**config.mk**
```make
export PLATFORM = sky130hd
export DESIGN_NAME = linear_interp_resampler_hop_tagger
export DESIGN_NICKNAME = d
export VERILOG_FILES = /design/src/sv/lirht_pkg.sv /design/src/sv/lirht_front.sv /design/src/sv/lirht_queue.sv /design/src/sv/lirht_back.sv /design/src/sv/linear_interp_resampler_hop_tagger.sv
export SDC_FILE = /design/constraint.sdc
export NUM_CORES = 2
export LEC_CHECK = 0
export BUFFER_PORTS_ARGS = -buffer_cell sky130_fd_sc_hd__buf_2
export CORE_UTILIZATION = 60
export CTS_CLUSTER_DIAMETER = 100
export DETAILED_ROUTE_END_ITERATION = 8
export PLACE_DENSITY = 0.77
export SLEW_MARGIN = 20
export SYNTH_ARGS = -nofsm -noshare
export SYNTH_HDL_FRONTEND = slang
export SYNTH_SLANG_ARGS = --single-unit
```
**constraint.sdc**
```tcl
create_clock -name aclk -period 11.8 [get_ports aclk]
set_input_delay 2.36 -clock aclk [delete_from_list [all_inputs] [get_ports aclk]]
set_output_delay 2.36 -clock aclk [all_outputs]
set_load 0.01 [all_outputs]
```
**src/sv/lirht_pkg.sv**
```systemverilog
// ----------------------------------------------------------------------------
// lirht_pkg: shared types and constants for the resampler and hop tagger
// Holds the field widths, the gain constants, the register indexes and the
// structs that travel between the front end, the queue, the back end and the top level.
// ----------------------------------------------------------------------------
package lirht_pkg;

    // Field widths of the input and result words.
    localparam int SAMPLE_W   = 16;
    localparam int SCALED_W   = 17;
    localparam int TAG_W      = 32;
    localparam int GAIN_W     = 8;

    // Configuration port.
    localparam int CFG_IDX_W  = 8;
    localparam int CFG_DATA_W = 32;

    typedef enum logic [CFG_IDX_W-1:0] {
        CFG_PHASE_STEP   = 8'd0,
        CFG_GAIN_PERCENT = 8'd1
    } cfg_index_t;

    // Gain handling: clamp, reset value and the reciprocal of 100.
    // floor(x / 100) == (x * RECIP_MULT) >> RECIP_SHIFT for every x below 2^23.
    localparam logic [GAIN_W-1:0] GAIN_MAX   = 8'd200;
    localparam logic [GAIN_W-1:0] GAIN_RESET = 8'd100;
    localparam int                PROD_W     = SAMPLE_W + GAIN_W + 1;
    localparam int                MAG_W      = 23;
    localparam int                RECIP_W    = 24;
    localparam logic [RECIP_W-1:0] RECIP_MULT = 24'd10737419;
    localparam int                RECIP_SHIFT = 30;

    // Outputs caused by one input word.
    localparam int MAX_OUT   = 6;
    localparam int OUT_CNT_W = 3;

    // Scaled sample and its epoch tag, as queued between front and back.
    typedef struct packed {
        logic signed [SCALED_W-1:0] sample;
        logic [TAG_W-1:0]           tag;
    } scaled_word_t;

    // Back end status, watched by the top level.
    typedef struct packed {
        logic                 running;
        logic [1:0]           pair_fill;
        logic [OUT_CNT_W-1:0] out_count;
    } back_status_t;

endpackage

```
**src/sv/lirht_front.sv**
```systemverilog
// ----------------------------------------------------------------------------
// lirht_front: input acceptance and gain scaling
// Two stages: the sample times the clamped gain, then a divide by 100 done as
// a multiply by a reciprocal on the magnitude, truncating toward zero.
// ----------------------------------------------------------------------------
module lirht_front (
    input  logic                                 aclk,
    input  logic                                 aresetn,
    input  logic [lirht_pkg::GAIN_W-1:0]         gain_percent,
    input  logic                                 s_valid,
    output logic                                 s_ready,
    input  logic signed [lirht_pkg::SAMPLE_W-1:0] s_sample,
    input  logic [lirht_pkg::TAG_W-1:0]          s_epoch,
    output logic                                 push_valid,
    input  logic                                 push_ready,
    output lirht_pkg::scaled_word_t              push_word
);

    logic [lirht_pkg::GAIN_W-1:0]                 gain_clamped;
    logic signed [lirht_pkg::PROD_W-1:0]          gain_prod;
    logic                                         st1_valid_reg;
    logic signed [lirht_pkg::PROD_W-1:0]          st1_prod_reg;
    logic [lirht_pkg::TAG_W-1:0]                  st1_tag_reg;
    logic                                         st1_adv;
    logic [lirht_pkg::PROD_W-1:0]                 st1_abs;
    logic [lirht_pkg::MAG_W+lirht_pkg::RECIP_W-1:0] recip_prod;
    logic                                         st2_valid_reg;
    logic [lirht_pkg::SCALED_W-1:0]               st2_mag_reg;
    logic                                         st2_neg_reg;
    logic [lirht_pkg::TAG_W-1:0]                  st2_tag_reg;
    logic                                         st2_free;

    // Gain values above the maximum act as the maximum.
    assign gain_clamped = (gain_percent > lirht_pkg::GAIN_MAX) ? lirht_pkg::GAIN_MAX
                                                               : gain_percent;
    assign gain_prod = s_sample * $signed({1'b0, gain_clamped});

    // Stage handshakes.
    assign st2_free = !st2_valid_reg || push_ready;
    assign st1_adv  = st1_valid_reg && st2_free;
    assign s_ready  = !st1_valid_reg || st2_free;

    // Magnitude of the gain product, divided by 100 through the reciprocal.
    assign st1_abs    = st1_prod_reg[lirht_pkg::PROD_W-1] ? (-st1_prod_reg) : st1_prod_reg;
    assign recip_prod = st1_abs[lirht_pkg::MAG_W-1:0] * lirht_pkg::RECIP_MULT;

    // Stage 1: gain product.
    always_ff @(posedge aclk) begin
        if (!aresetn) begin
            st1_valid_reg <= 1'b0;
        end else if (s_ready) begin
            st1_valid_reg <= s_valid;
        end
        if (s_ready && s_valid) begin
            st1_prod_reg <= gain_prod;
            st1_tag_reg  <= s_epoch;
        end
    end

    // Stage 2: quotient magnitude and sign.
    always_ff @(posedge aclk) begin
        if (!aresetn) begin
            st2_valid_reg <= 1'b0;
        end else if (st2_free) begin
            st2_valid_reg <= st1_valid_reg;
        end
        if (st1_adv) begin
            st2_mag_reg <= recip_prod[lirht_pkg::RECIP_SHIFT +: lirht_pkg::SCALED_W];
            st2_neg_reg <= st1_prod_reg[lirht_pkg::PROD_W-1];
            st2_tag_reg <= st1_tag_reg;
        end
    end

    // Restore the sign and hand the word to the queue.
    assign push_valid       = st2_valid_reg;
    assign push_word.sample = st2_neg_reg ? $signed(-st2_mag_reg) : $signed(st2_mag_reg);
    assign push_word.tag    = st2_tag_reg;

endmodule

```
**src/sv/lirht_queue.sv**
```systemverilog
// ----------------------------------------------------------------------------
// lirht_queue: short word queue between the front end and the back end
// Four entries, registered pointers and a fill count.
// ----------------------------------------------------------------------------
module lirht_queue (
    input  logic                    aclk,
    input  logic                    aresetn,
    input  logic                    push_valid,
    output logic                    push_ready,
    input  lirht_pkg::scaled_word_t push_word,
    output logic                    pop_valid,
    input  logic                    pop_ready,
    output lirht_pkg::scaled_word_t pop_word
);

    localparam int DEPTH = 4;
    localparam int PTR_W = $clog2(DEPTH);

    lirht_pkg::scaled_word_t entry_reg [DEPTH];
    logic [PTR_W-1:0]        wr_ptr_reg;
    logic [PTR_W-1:0]        rd_ptr_reg;
    logic [PTR_W:0]          count_reg;
    logic                    push_fire;
    logic                    pop_fire;

    assign push_ready = count_reg != (PTR_W+1)'(DEPTH);
    assign pop_valid  = count_reg != '0;
    assign push_fire  = push_valid && push_ready;
    assign pop_fire   = pop_valid && pop_ready;
    assign pop_word   = entry_reg[rd_ptr_reg];

    // Entry storage.
    always_ff @(posedge aclk) begin
        if (push_fire) begin
            entry_reg[wr_ptr_reg] <= push_word;
        end
    end

    // Pointers and fill count.
    always_ff @(posedge aclk) begin
        if (!aresetn) begin
            wr_ptr_reg <= '0;
            rd_ptr_reg <= '0;
            count_reg  <= '0;
        end else begin
            if (push_fire) begin
                wr_ptr_reg <= wr_ptr_reg + 1'b1;
            end
            if (pop_fire) begin
                rd_ptr_reg <= rd_ptr_reg + 1'b1;
            end
            if (push_fire && !pop_fire) begin
                count_reg <= count_reg + 1'b1;
            end else if (pop_fire && !push_fire) begin
                count_reg <= count_reg - 1'b1;
            end
        end
    end

endmodule

```
**src/sv/lirht_back.sv**
```systemverilog
// ----------------------------------------------------------------------------
// lirht_back: sample pair, phase sequencer, interpolation and hop tagging
// Takes one scaled word, updates the held pair and the phase, then emits up
// to six interpolated words through a multiply stage and an output register.
// ----------------------------------------------------------------------------
module lirht_back #(
    parameter int HOP_LENGTH = 480,
    parameter int FRAC_BITS  = 16
) (
    input  logic                                  aclk,
    input  logic                                  aresetn,
    input  logic [FRAC_BITS+2:0]                  phase_step,
    input  logic                                  pop_valid,
    output logic                                  pop_ready,
    input  lirht_pkg::scaled_word_t               pop_word,
    output logic                                  m_valid,
    input  logic                                  m_ready,
    output logic signed [lirht_pkg::SCALED_W-1:0] m_resampled,
    output logic                                  m_hop_end,
    output logic [lirht_pkg::TAG_W-1:0]           m_hop_epoch,
    output logic                                  m_last,
    output lirht_pkg::back_status_t               status
);

    localparam int PHASE_W = FRAC_BITS + 3;
    localparam int HOP_W   = (HOP_LENGTH > 1) ? $clog2(HOP_LENGTH) : 1;
    localparam int DIFF_W  = lirht_pkg::SCALED_W + 1;
    localparam int MUL_W   = DIFF_W + FRAC_BITS + 1;
    localparam int SUM_W   = DIFF_W + 1;
    localparam logic [PHASE_W-1:0] PHASE_ONE = PHASE_W'(1) << FRAC_BITS;
    localparam logic [PHASE_W-1:0] PHASE_MAX = {PHASE_W{1'b1}};
    localparam logic [HOP_W-1:0]   HOP_LAST  = HOP_W'(HOP_LENGTH - 1);
    localparam logic [lirht_pkg::OUT_CNT_W-1:0] OUT_LAST =
        lirht_pkg::OUT_CNT_W'(lirht_pkg::MAX_OUT - 1);

    typedef enum logic [1:0] {
        ST_IDLE = 2'b01,
        ST_RUN  = 2'b10
    } back_state_t;

    back_state_t                          state_reg, state_next;
    logic signed [lirht_pkg::SCALED_W-1:0] left_sample_reg, left_sample_next;
    logic signed [lirht_pkg::SCALED_W-1:0] right_sample_reg, right_sample_next;
    logic [lirht_pkg::TAG_W-1:0]          left_tag_reg, left_tag_next;
    logic [lirht_pkg::TAG_W-1:0]          right_tag_reg, right_tag_next;
    logic [1:0]                           pair_fill_reg, pair_fill_next;
    logic [PHASE_W-1:0]                   phase_reg, phase_next;
    logic [HOP_W-1:0]                     hop_count_reg, hop_count_next;
    logic [lirht_pkg::TAG_W-1:0]          hop_tag_reg, hop_tag_next;
    logic [lirht_pkg::OUT_CNT_W-1:0]      out_cnt_reg, out_cnt_next;

    logic                                 b_valid_reg;
    logic signed [MUL_W-1:0]              b_prod_reg;
    logic signed [lirht_pkg::SCALED_W-1:0] b_left_reg;
    logic                                 b_end_reg;
    logic [lirht_pkg::TAG_W-1:0]          b_tag_reg;
    logic                                 b_last_reg;

    logic                                 out_free;
    logic                                 b_adv;
    logic                                 b_free;
    logic                                 a_fire;
    logic                                 pop_fire;
    logic signed [DIFF_W-1:0]             a_diff;
    logic signed [FRAC_BITS:0]            a_frac;
    logic signed [MUL_W-1:0]              a_prod;
    logic [PHASE_W:0]                     phase_sum;
    logic [PHASE_W-1:0]                   phase_adv;
    logic [PHASE_W-1:0]                   phase_sub;
    logic                                 a_cont;
    logic                                 a_hop_end;
    logic [lirht_pkg::TAG_W-1:0]          a_tag;
    logic signed [MUL_W-1:0]              b_shifted;
    logic signed [SUM_W-1:0]              b_sum;

    // Handshakes through the multiply stage and the output register.
    assign out_free  = !m_valid || m_ready;
    assign b_adv     = b_valid_reg && out_free;
    assign b_free    = !b_valid_reg || b_adv;
    assign a_fire    = (state_reg == ST_RUN) && b_free;
    assign pop_ready = state_reg == ST_IDLE;
    assign pop_fire  = pop_valid && pop_ready;

    // Interpolation product for the current phase, which is below one here.
    assign a_diff = {right_sample_reg[lirht_pkg::SCALED_W-1], right_sample_reg}
                  - {left_sample_reg[lirht_pkg::SCALED_W-1], left_sample_reg};
    assign a_frac = {1'b0, phase_reg[FRAC_BITS-1:0]};
    assign a_prod = a_diff * a_frac;

    // Phase advance saturates; the phase drop on a new word floors at zero.
    assign phase_sum = {1'b0, phase_reg} + {1'b0, phase_step};
    assign phase_adv = phase_sum[PHASE_W] ? PHASE_MAX : phase_sum[PHASE_W-1:0];
    assign phase_sub = (phase_reg >= PHASE_ONE) ? (phase_reg - PHASE_ONE) : '0;
    assign a_cont    = (phase_adv < PHASE_ONE) && (out_cnt_reg != OUT_LAST);

    // Hop tag: the first word of a hop takes the shared tag, later words keep
    // it only while both held tags still match it.
    always_comb begin
        if (hop_count_reg == '0) begin
            a_tag = (left_tag_reg != '0 && left_tag_reg == right_tag_reg) ? left_tag_reg
                                                                          : '0;
        end else if (hop_tag_reg != left_tag_reg || hop_tag_reg != right_tag_reg) begin
            a_tag = '0;
        end else begin
            a_tag = hop_tag_reg;
        end
    end
    assign a_hop_end = hop_count_reg == HOP_LAST;

    // Sequencer: take a word in idle, then issue one output per cycle unless stalled.
    always_comb begin
        state_next        = state_reg;
        left_sample_next  = left_sample_reg;
        right_sample_next = right_sample_reg;
        left_tag_next     = left_tag_reg;
        right_tag_next    = right_tag_reg;
        pair_fill_next    = pair_fill_reg;
        phase_next        = phase_reg;
        hop_count_next    = hop_count_reg;
        hop_tag_next      = hop_tag_reg;
        out_cnt_next      = out_cnt_reg;
        case (state_reg)
            ST_IDLE: begin
                if (pop_fire) begin
                    out_cnt_next = '0;
                    case (pair_fill_reg)
                        2'd0: begin
                            left_sample_next = pop_word.sample;
                            left_tag_next    = pop_word.tag;
                            pair_fill_next   = 2'd1;
                        end
                        2'd1: begin
                            right_sample_next = pop_word.sample;
                            right_tag_next    = pop_word.tag;
                            pair_fill_next    = 2'd2;
                            state_next        = ST_RUN;
                        end
                        default: begin
                            left_sample_next  = right_sample_reg;
                            left_tag_next     = right_tag_reg;
                            right_sample_next = pop_word.sample;
                            right_tag_next    = pop_word.tag;
                            pair_fill_next    = 2'd2;
                            phase_next        = phase_sub;
                            if (phase_sub < PHASE_ONE) begin
                                state_next = ST_RUN;
                            end
                        end
                    endcase
                end
            end
            ST_RUN: begin
                if (a_fire) begin
                    phase_next     = phase_adv;
                    hop_tag_next   = a_tag;
                    hop_count_next = a_hop_end ? '0 : hop_count_reg + 1'b1;
                    out_cnt_next   = out_cnt_reg + 1'b1;
                    if (!a_cont) begin
                        state_next = ST_IDLE;
                    end
                end
            end
            default: begin
                state_next = ST_IDLE;
            end
        endcase
    end

    // Sequencer and pair registers.
    always_ff @(posedge aclk) begin
        if (!aresetn) begin
            state_reg     <= ST_IDLE;
            pair_fill_reg <= '0;
            phase_reg     <= '0;
            hop_count_reg <= '0;
            hop_tag_reg   <= '0;
            out_cnt_reg   <= '0;
        end else begin
            state_reg     <= state_next;
            pair_fill_reg <= pair_fill_next;
            phase_reg     <= phase_next;
            hop_count_reg <= hop_count_next;
            hop_tag_reg   <= hop_tag_next;
            out_cnt_reg   <= out_cnt_next;
        end
        left_sample_reg  <= left_sample_next;
        right_sample_reg <= right_sample_next;
        left_tag_reg     <= left_tag_next;
        right_tag_reg    <= right_tag_next;
    end

    // Multiply stage: product, left sample and word flags.
    always_ff @(posedge aclk) begin
        if (!aresetn) begin
            b_valid_reg <= 1'b0;
        end else if (b_free) begin
            b_valid_reg <= a_fire;
        end
        if (a_fire) begin
            b_prod_reg <= a_prod;
            b_left_reg <= left_sample_reg;
            b_end_reg  <= a_hop_end;
            b_tag_reg  <= a_tag;
            b_last_reg <= !a_cont;
        end
    end

    // Floor shift of the product, added to the left sample.
    assign b_shifted = b_prod_reg >>> FRAC_BITS;
    assign b_sum     = b_shifted[SUM_W-1:0]
                     + {{(SUM_W-lirht_pkg::SCALED_W){b_left_reg[lirht_pkg::SCALED_W-1]}},
                        b_left_reg};

    // Output register.
    always_ff @(posedge aclk) begin
        if (!aresetn) begin
            m_valid <= 1'b0;
        end else if (out_free) begin
            m_valid <= b_valid_reg;
        end
        if (b_adv) begin
            m_resampled <= b_sum[lirht_pkg::SCALED_W-1:0];
            m_hop_end   <= b_end_reg;
            m_hop_epoch <= b_tag_reg;
            m_last      <= b_last_reg;
        end
    end

    assign status.running   = state_reg == ST_RUN;
    assign status.pair_fill = pair_fill_reg;
    assign status.out_count = out_cnt_reg;

endmodule

```
**src/sv/linear_interp_resampler_hop_tagger.sv**
```systemverilog
// ----------------------------------------------------------------------------
// linear_interp_resampler_hop_tagger: gain, linear resampler and hop tagging
// Scales tagged capture samples by a percent gain, converts them to the
// output rate by linear interpolation and tags hops with a shared epoch.
// ----------------------------------------------------------------------------
// Usage:
//   s_* carries one capture word (sample, epoch) per handshake. m_* returns
//   interpolated words with hop_end, hop_epoch and last; last marks the final
//   word caused by one input word. cfg_* writes phase_step (index 0) and
//   gain_percent (index 1); write them only while the block is idle.
// Path: from input acceptance to the first output word on an idle block, a
//   word passes the second gain stage, the queue write, the sequencer, the
//   multiply stage and the output register.
// Sequencing: the sequencer takes a word only while idle and then issues each
//   output word it causes before it takes the next; the first word of a
//   stream causes no output.
// The front end keeps accepting into its two stages and a 4-word queue while
//   the back end works or the receiver stalls; a stalled output word holds.
// Reset clears the pair, the phase, the hop counter, the queue and all valid
//   flags, and sets phase_step to one and gain_percent to 100.
// ----------------------------------------------------------------------------
module linear_interp_resampler_hop_tagger #(
    parameter int HOP_LENGTH = 480,
    parameter int FRAC_BITS  = 16
) (
    input  logic                                     aclk,
    input  logic                                     aresetn,
    input  logic                                     cfg_valid,
    output logic                                     cfg_ready,
    input  logic [lirht_pkg::CFG_IDX_W-1:0]          cfg_index,
    input  logic [lirht_pkg::CFG_DATA_W-1:0]         cfg_data,
    input  logic                                     s_valid,
    output logic                                     s_ready,
    input  logic signed [lirht_pkg::SAMPLE_W-1:0]    s_sample,
    input  logic [lirht_pkg::TAG_W-1:0]              s_epoch,
    output logic                                     m_valid,
    input  logic                                     m_ready,
    output logic signed [lirht_pkg::SCALED_W-1:0]    m_resampled,
    output logic                                     m_hop_end,
    output logic [lirht_pkg::TAG_W-1:0]              m_hop_epoch,
    output logic                                     m_last
);

    localparam int PHASE_W = FRAC_BITS + 3;
    localparam logic [PHASE_W-1:0] PHASE_ONE = PHASE_W'(1) << FRAC_BITS;

    logic [PHASE_W-1:0]               phase_step_reg;
    logic [lirht_pkg::GAIN_W-1:0]     gain_percent_reg;
    logic                             q_push_valid;
    logic                             q_push_ready;
    lirht_pkg::scaled_word_t          q_push_word;
    logic                             q_pop_valid;
    logic                             q_pop_ready;
    lirht_pkg::scaled_word_t          q_pop_word;
    lirht_pkg::back_status_t          back_status;

    // Configuration registers; writes are always taken.
    assign cfg_ready = 1'b1;

    always_ff @(posedge aclk) begin
        if (!aresetn) begin
            phase_step_reg   <= PHASE_ONE;
            gain_percent_reg <= lirht_pkg::GAIN_RESET;
        end else if (cfg_valid) begin
            case (cfg_index)
                lirht_pkg::CFG_PHASE_STEP: begin
                    phase_step_reg <= cfg_data[PHASE_W-1:0];
                end
                lirht_pkg::CFG_GAIN_PERCENT: begin
                    gain_percent_reg <= cfg_data[lirht_pkg::GAIN_W-1:0];
                end
                default: begin
                end
            endcase
        end
    end

    // Front end: accept and scale.
    lirht_front u_front (
        .aclk         (aclk),
        .aresetn      (aresetn),
        .gain_percent (gain_percent_reg),
        .s_valid      (s_valid),
        .s_ready      (s_ready),
        .s_sample     (s_sample),
        .s_epoch      (s_epoch),
        .push_valid   (q_push_valid),
        .push_ready   (q_push_ready),
        .push_word    (q_push_word)
    );

    // Queue between the two halves.
    lirht_queue u_queue (
        .aclk       (aclk),
        .aresetn    (aresetn),
        .push_valid (q_push_valid),
        .push_ready (q_push_ready),
        .push_word  (q_push_word),
        .pop_valid  (q_pop_valid),
        .pop_ready  (q_pop_ready),
        .pop_word   (q_pop_word)
    );

    // Back end: interpolate and tag.
    lirht_back #(
        .HOP_LENGTH (HOP_LENGTH),
        .FRAC_BITS  (FRAC_BITS)
    ) u_back (
        .aclk        (aclk),
        .aresetn     (aresetn),
        .phase_step  (phase_step_reg),
        .pop_valid   (q_pop_valid),
        .pop_ready   (q_pop_ready),
        .pop_word    (q_pop_word),
        .m_valid     (m_valid),
        .m_ready     (m_ready),
        .m_resampled (m_resampled),
        .m_hop_end   (m_hop_end),
        .m_hop_epoch (m_hop_epoch),
        .m_last      (m_last),
        .status      (back_status)
    );

    // The output count of a run never reaches the per-word cap.
    assert property (@(posedge aclk) disable iff (!aresetn)
        back_status.running |-> back_status.out_count < lirht_pkg::OUT_CNT_W'(lirht_pkg::MAX_OUT))
        else $error("output count reached the per-word cap during a run");

    // The queue is only drained while the sequencer is not running.
    assert property (@(posedge aclk) disable iff (!aresetn)
        (q_pop_valid && q_pop_ready) |-> !back_status.running)
        else $error("queue popped during a run");

    // The word that completes the pair always starts a run.
    assert property (@(posedge aclk) disable iff (!aresetn)
        (q_pop_valid && q_pop_ready && back_status.pair_fill == 2'd1)
        |=> back_status.running)
        else $error("second word did not start a run");

endmodule

```
# After elaboration in Yosys (flattened, before gate mapping)
# Memory sizes are Yosys's and may differ from the RTL's. A register that Yosys moved wholly into a read port is not among the register bits.
# Index checks and enable logic that the tools add are counted.
# W data, S select, Z words.
# totals
reg_bits	445
ram_bits	196
input_bits	93
output_inout_bits	54
wordCells	141
memories	1
# op_classes
addsub	12
multipliers	3
magnitude_cmp	4
eq_ne	16
mux	31
bitwise	2
n_reduce_logical	39
# mem_list
name	words	word_bits	rd	rd_ports_with_merged_regs	wr	line	source
u_queue.entry_reg	4	49	1	1	1	lirht_queue.sv:19	lirht_pkg::scaled_word_t entry_reg [DEPTH];
# ops
op	count
$mux W32	3
$mux W19	5
$ne A32 B32 Y1	2
$pmux W32 S2	1
$mul A23 B24 Y47 const B	1
$lt A19 B17 Y1 const B	2
$pmux W19 S2	1
$pmux W17 S2	1
$mul A18 B17 Y33	1
$eq A32 B32 Y1	1
$reduce_bool A32 Y1	1
$mul A16 B9 Y25	1
$mux W23	1
$neg A23 Y23	1
$add A19 B19 Y20	1
$ge A19 B17 Y1 const B	1
$sub A19 B17 Y19 const B	1
$sub A17 B17 Y18	1
$add A17 B17 Y17	1
$mux W17	1
$neg A17 Y17	1
$mux W2	7
$mux W3	4
$logic_and A1 B1 Y1	10
other kinds (30)	57

# Logic depth before layout (Yosys ltp)
# logic_depth
ltp_word	7
depth_mapped	36
depth_no_buf	35

# Cells and area by module
# A second synthesis with hierarchy kept.
# unflattened
cells_unflattened	4487
area_unflattened_um2	51092.8
# by_module_without_submodules
mod	n_inst	cells_per_inst	area_per_inst_um2	seq_area_each_um2
lirht_back	1	2372	24593.6	7897.6
lirht_front	1	1691	17802.1	3223.1
lirht_queue	1	304	7566.0	6065.8
linear_interp_resampler_hop_tagger	1	120	1131.1	540.5

# Least setup slack after synthesis
# No wires, ideal clock.
# synth_timing
path_type	reg-to-reg
startpoint	register u_back.left_sample_reg[0] (netlist bit)
endpoint	register u_back.b_prod_reg[32], data pin
setup_time_ps	268
t_arrival_ps	8258
required_time_ps	11532
setup_slack_ps	3275
stages_incl_launch_ff	34
path_buffers	1
period_less_slack_ps	8525
cell_sequence	edfxtp_1 > ha_1 > fa_1 > nor2b_1 > o21ai_0 > a21boi_0 > o21ai_0 > a21boi_0 > o21ai_0 > a21oi_1 > o21a_1 > xnor2_1 > clkbuf_1 > nand2_1 > fa_1 > fa_1 > fa_1 > inv_1 > fa_1 > fa_1 > inv_1 > fa_1 > inv_1 > ha_1 > o21ai_0 > nor2_1 > a222oi_1 > a21oi_1 > o211a_1 > o211ai_1 > a21oi_1 > or3_1 > a21oi_1 > xnor3_1
# synth_via
elab_chain_cells	2
# synth_lines
item	line	source
from (decl)	lirht_back.sv:42	logic signed [lirht_pkg::SCALED_W-1:0] left_sample_reg, left_sample_next;
from (signal assigned)	lirht_back.sv:186	left_sample_reg <= left_sample_next;
$sub A17 B17 Y18	lirht_back.sv:86	- {left_sample_reg[lirht_pkg::SCALED_W-1], left_sample_reg};
$mul A18 B17 Y33	lirht_back.sv:88	assign a_prod = a_diff * a_frac;
net u_back.a_prod[32]	lirht_back.sv:66	logic signed [MUL_W-1:0] a_prod;
to (signal assigned)	lirht_back.sv:200	b_prod_reg <= a_prod;
to (decl)	lirht_back.sv:53	logic signed [MUL_W-1:0] b_prod_reg;
# The timed path passes the listed nets, and every way through them passes these cells.
# A chain may end at the register's enable or synchronous reset.

# Worst setup path in the final report
# Ends and elaborated chain as after synthesis.

==> results.yml <==
worst_setup_path:
  path_buf_inv: 5
  path_class: "reg -> reg"
  reg2reg_slack_ns: 2.20
  cp_top_family: "adder cells"
  crit_top_cell: "fa_1"
  crit_path_start_kind: "flip-flop"
  cp_data_required_time_ns: 12.14
  endpoint_kind: "flip-flop"
  worst_ep_arrival_time_ns: 9.94
  r2r_cells: 34
  slowest_delay_ns: 0.55
  crit_slowest_cell: "fa_1"
  crit_fanout: 16
  rr_endpoint: "u_back.b_prod_reg[32]$_DFFE_PP_"
  worstReg2RegStart: "u_back.left_sample_reg[0]$_DFFE_PP_"
finish:
  utilization: 0.659
  largest_reg_flops: 196
  final_cell_area_um2: 54100
  nets: 5578
  nFillCells: 6074
  area_growth_pct: 8.50
  drive_gt1_frac: 0.0935
  antenna_cells: 0
sta:
  finalSetupViolCount: 0
  min_period_ns: 9.60
  relSlewSlack: 0.279
  fin_tns_setup_ns: 0
  slew_viol_final: 0
  skew_ns: 0.0447
  rsz0062_at_grt: "no"
  post-route-period-util: 0.813
  timing.fmax_mhz: 104
  finalHoldViolCount: 0
  worst_slew_pin_slew_ns: 1.07
logic_synthesis:
  synth-main-ff-cell: "edfxtp_1"
  synth_edf_count: 519
  synthesis.area_um2: 49900
  synth_cells: 4332
  synth_area_per_cell_um2: 11.5
  synth-seq-area-share: 0.355
  synth_area_leaders: "edfxtp_1 (31%), fa_1 (23%), ha_1 (11%)"
  synth_nets: 5437
  yosys_warnings: 0
  synth_async_sr_flop_share: 0
  ys_seq_elements: 626
  synth_top_cell_by_area: "edfxtp_1"
  synth_cell_types: 79
  synth_top_area_share: 0.312
routing:
  first_iter_violations: 1995
  vias: 31139
  via_per_inst: 5.57
  wl_per_cell_um: 18.8
  drt_pass1_iterations: 5
  drc: 0
  ant_nets: 0
  wl_mm: 105
hold_path:
  min_path_type: "reg -> reg"
  min_to: "u_back.m_hop_epoch[5]$_DFFE_PP_"
  worstHoldPathCells: 0
  hold_path_startpoint: "u_back.b_tag_reg[5]$_DFFE_PP_"
global_routing:
  grt_pass1_vias: 32644
  antenna_found_initial: 0
  grt_pass1_wl_mm: 172
  grt-ovfl-total: 0
  grt_use_total: 0.258
  grt_max_degree: 84
floorplan:
  rows: 105
  die_w_um: 290
  initial_core_util: 0.607
  fp.coreArea_um2: 82100
  die_height_um: 290
  ioPinCount: 147
  die_area_um2: 84300
run:
  drv_cap: 0
placement:
  hpwlAfterDp_mm: 79.3
  placed_cell_area_um2: 51900
  port_buffers: 132
  gp_congestion: 0.944
clock_network:
  clockRootBuffer: "clkbuf_16"
  clock_sinks: 626
  insertion_delay_ns: 0.63
  numCtsBuffers: 68
  cts_tree: "built"
  cts-htree-levels: 3
  clk_pin_slew_worst_paths_ns: 0.06
  cts_resized: 0
  hold_buffers: 0
  cts_setup_buffers: 0
  cts_buffer_depth: 3
status:
  status: "complete, no violations"
==> final cells by class <==
type                    instances  area (um2)  share of cell area
multi-input cells            2733       28600               0.529
well taps                    1070        1340              0.0247
inverters                     861        3230              0.0598
clock buffers                  83        1810              0.0334
flip-flops and latches        626       17700               0.328
repair buffers                183        1040              0.0193
clock inverters                38         353             0.00652
==> cells by family after synthesis <==
group,after synthesis,synth area share
AO/OA/AOI/OAI,410,0.0558
XOR/XNOR,215,0.0387
adder cells (fa/ha/maj),1016,0.341
buffers and inverters,973,0.0733
flip-flops,626,0.355
multiplexers,131,0.0398
other,1,0.0000752
AND/OR/NAND/NOR,960,0.0963
==> worst max-delay path by stage <==
stage                                                   start                                 to  slack, ns  cells after the start
after detailed placement    u_front.st1_prod_reg[0]$_DFFE_PP_  u_front.st2_mag_reg[16]$_DFFE_PP_       2.26                     31
after floorplan           u_back.left_sample_reg[0]$_DFFE_PP_    u_back.b_prod_reg[32]$_DFFE_PP_       3.27                     33
after global routing      u_back.left_sample_reg[0]$_DFFE_PP_    u_back.b_prod_reg[32]$_DFFE_PP_       1.64                     34
after CTS                   u_front.st1_prod_reg[0]$_DFFE_PP_  u_front.st2_mag_reg[13]$_DFFE_PP_       2.26                     26
final                     u_back.left_sample_reg[0]$_DFFE_PP_    u_back.b_prod_reg[32]$_DFFE_PP_       2.20                     34
after global placement      u_front.st1_prod_reg[0]$_DFFE_PP_  u_front.st2_mag_reg[10]$_DFFE_PP_       2.39                     31
==> cell usage in the layout (no fill, tap or decap), types with 48 or more instances in the layout <==
cell type,netlist,routed
fa_1,571,571
xor2_1,82,81
mux4_2,49,49
nor2b_1,68,64
a21boi_0,60,60
buf_2,1,132
mux2_2,48,48
a21oi_1,77,76
inv_1,860,859
buf_4,1,51
clkbuf_16,0,69
dfxtp_1,107,105
xnor2_1,129,125
edfxtp_1,519,519
o21ai_0,75,75
nand2_1,368,368
and2_1,208,203
ha_1,441,441
nor2_1,94,91
==> routing by layer <==
| layer | global-route usage | up-vias | wire length (um) |
|---|---|---|---|
| met2 | 0.449 | 853 | 52700 |
| met1 | 0.341 | 15655 | 44400 |
| met4 | 0.0781 | 0 | 2890 |
| met3 | 0.0294 | 168 | 5000 |
| li1 | - | 14463 | - |
| met5 | 0 | - | 0 |
==> through the flow <==
| step | hold slack, ns | setup WS, ns | cells |
|---|---|---|---|
| 2_1_floorplan | 0.400 | 3.27 | 4332 |
| 3_3_place_gp | 0.401 | 2.39 | 5473 |
| 3_5_place_dp | 0.405 | 2.26 | 5473 |
| 4_1_cts | 0.414 | 2.26 | 5594 |
| 5_1_grt | 0.419 | 1.64 | 5594 |
| 6_report | 0.412 | 2.20 | 5594 |
==> synthesized netlist by cell type, drive strengths merged (70+ instances only) <==
library cell	n
a21oi	77
and2	209
clkbuf	103
dfxtp	107
edfxtp	519
fa	571
ha	441
inv	861
nand2	368
nor2	95
nor2b	70
o21ai	76
xnor2	132
xor2	82
Power is not shown: default switching activity piles up to over one toggle a cycle in this logic, so the estimate is an artifact.
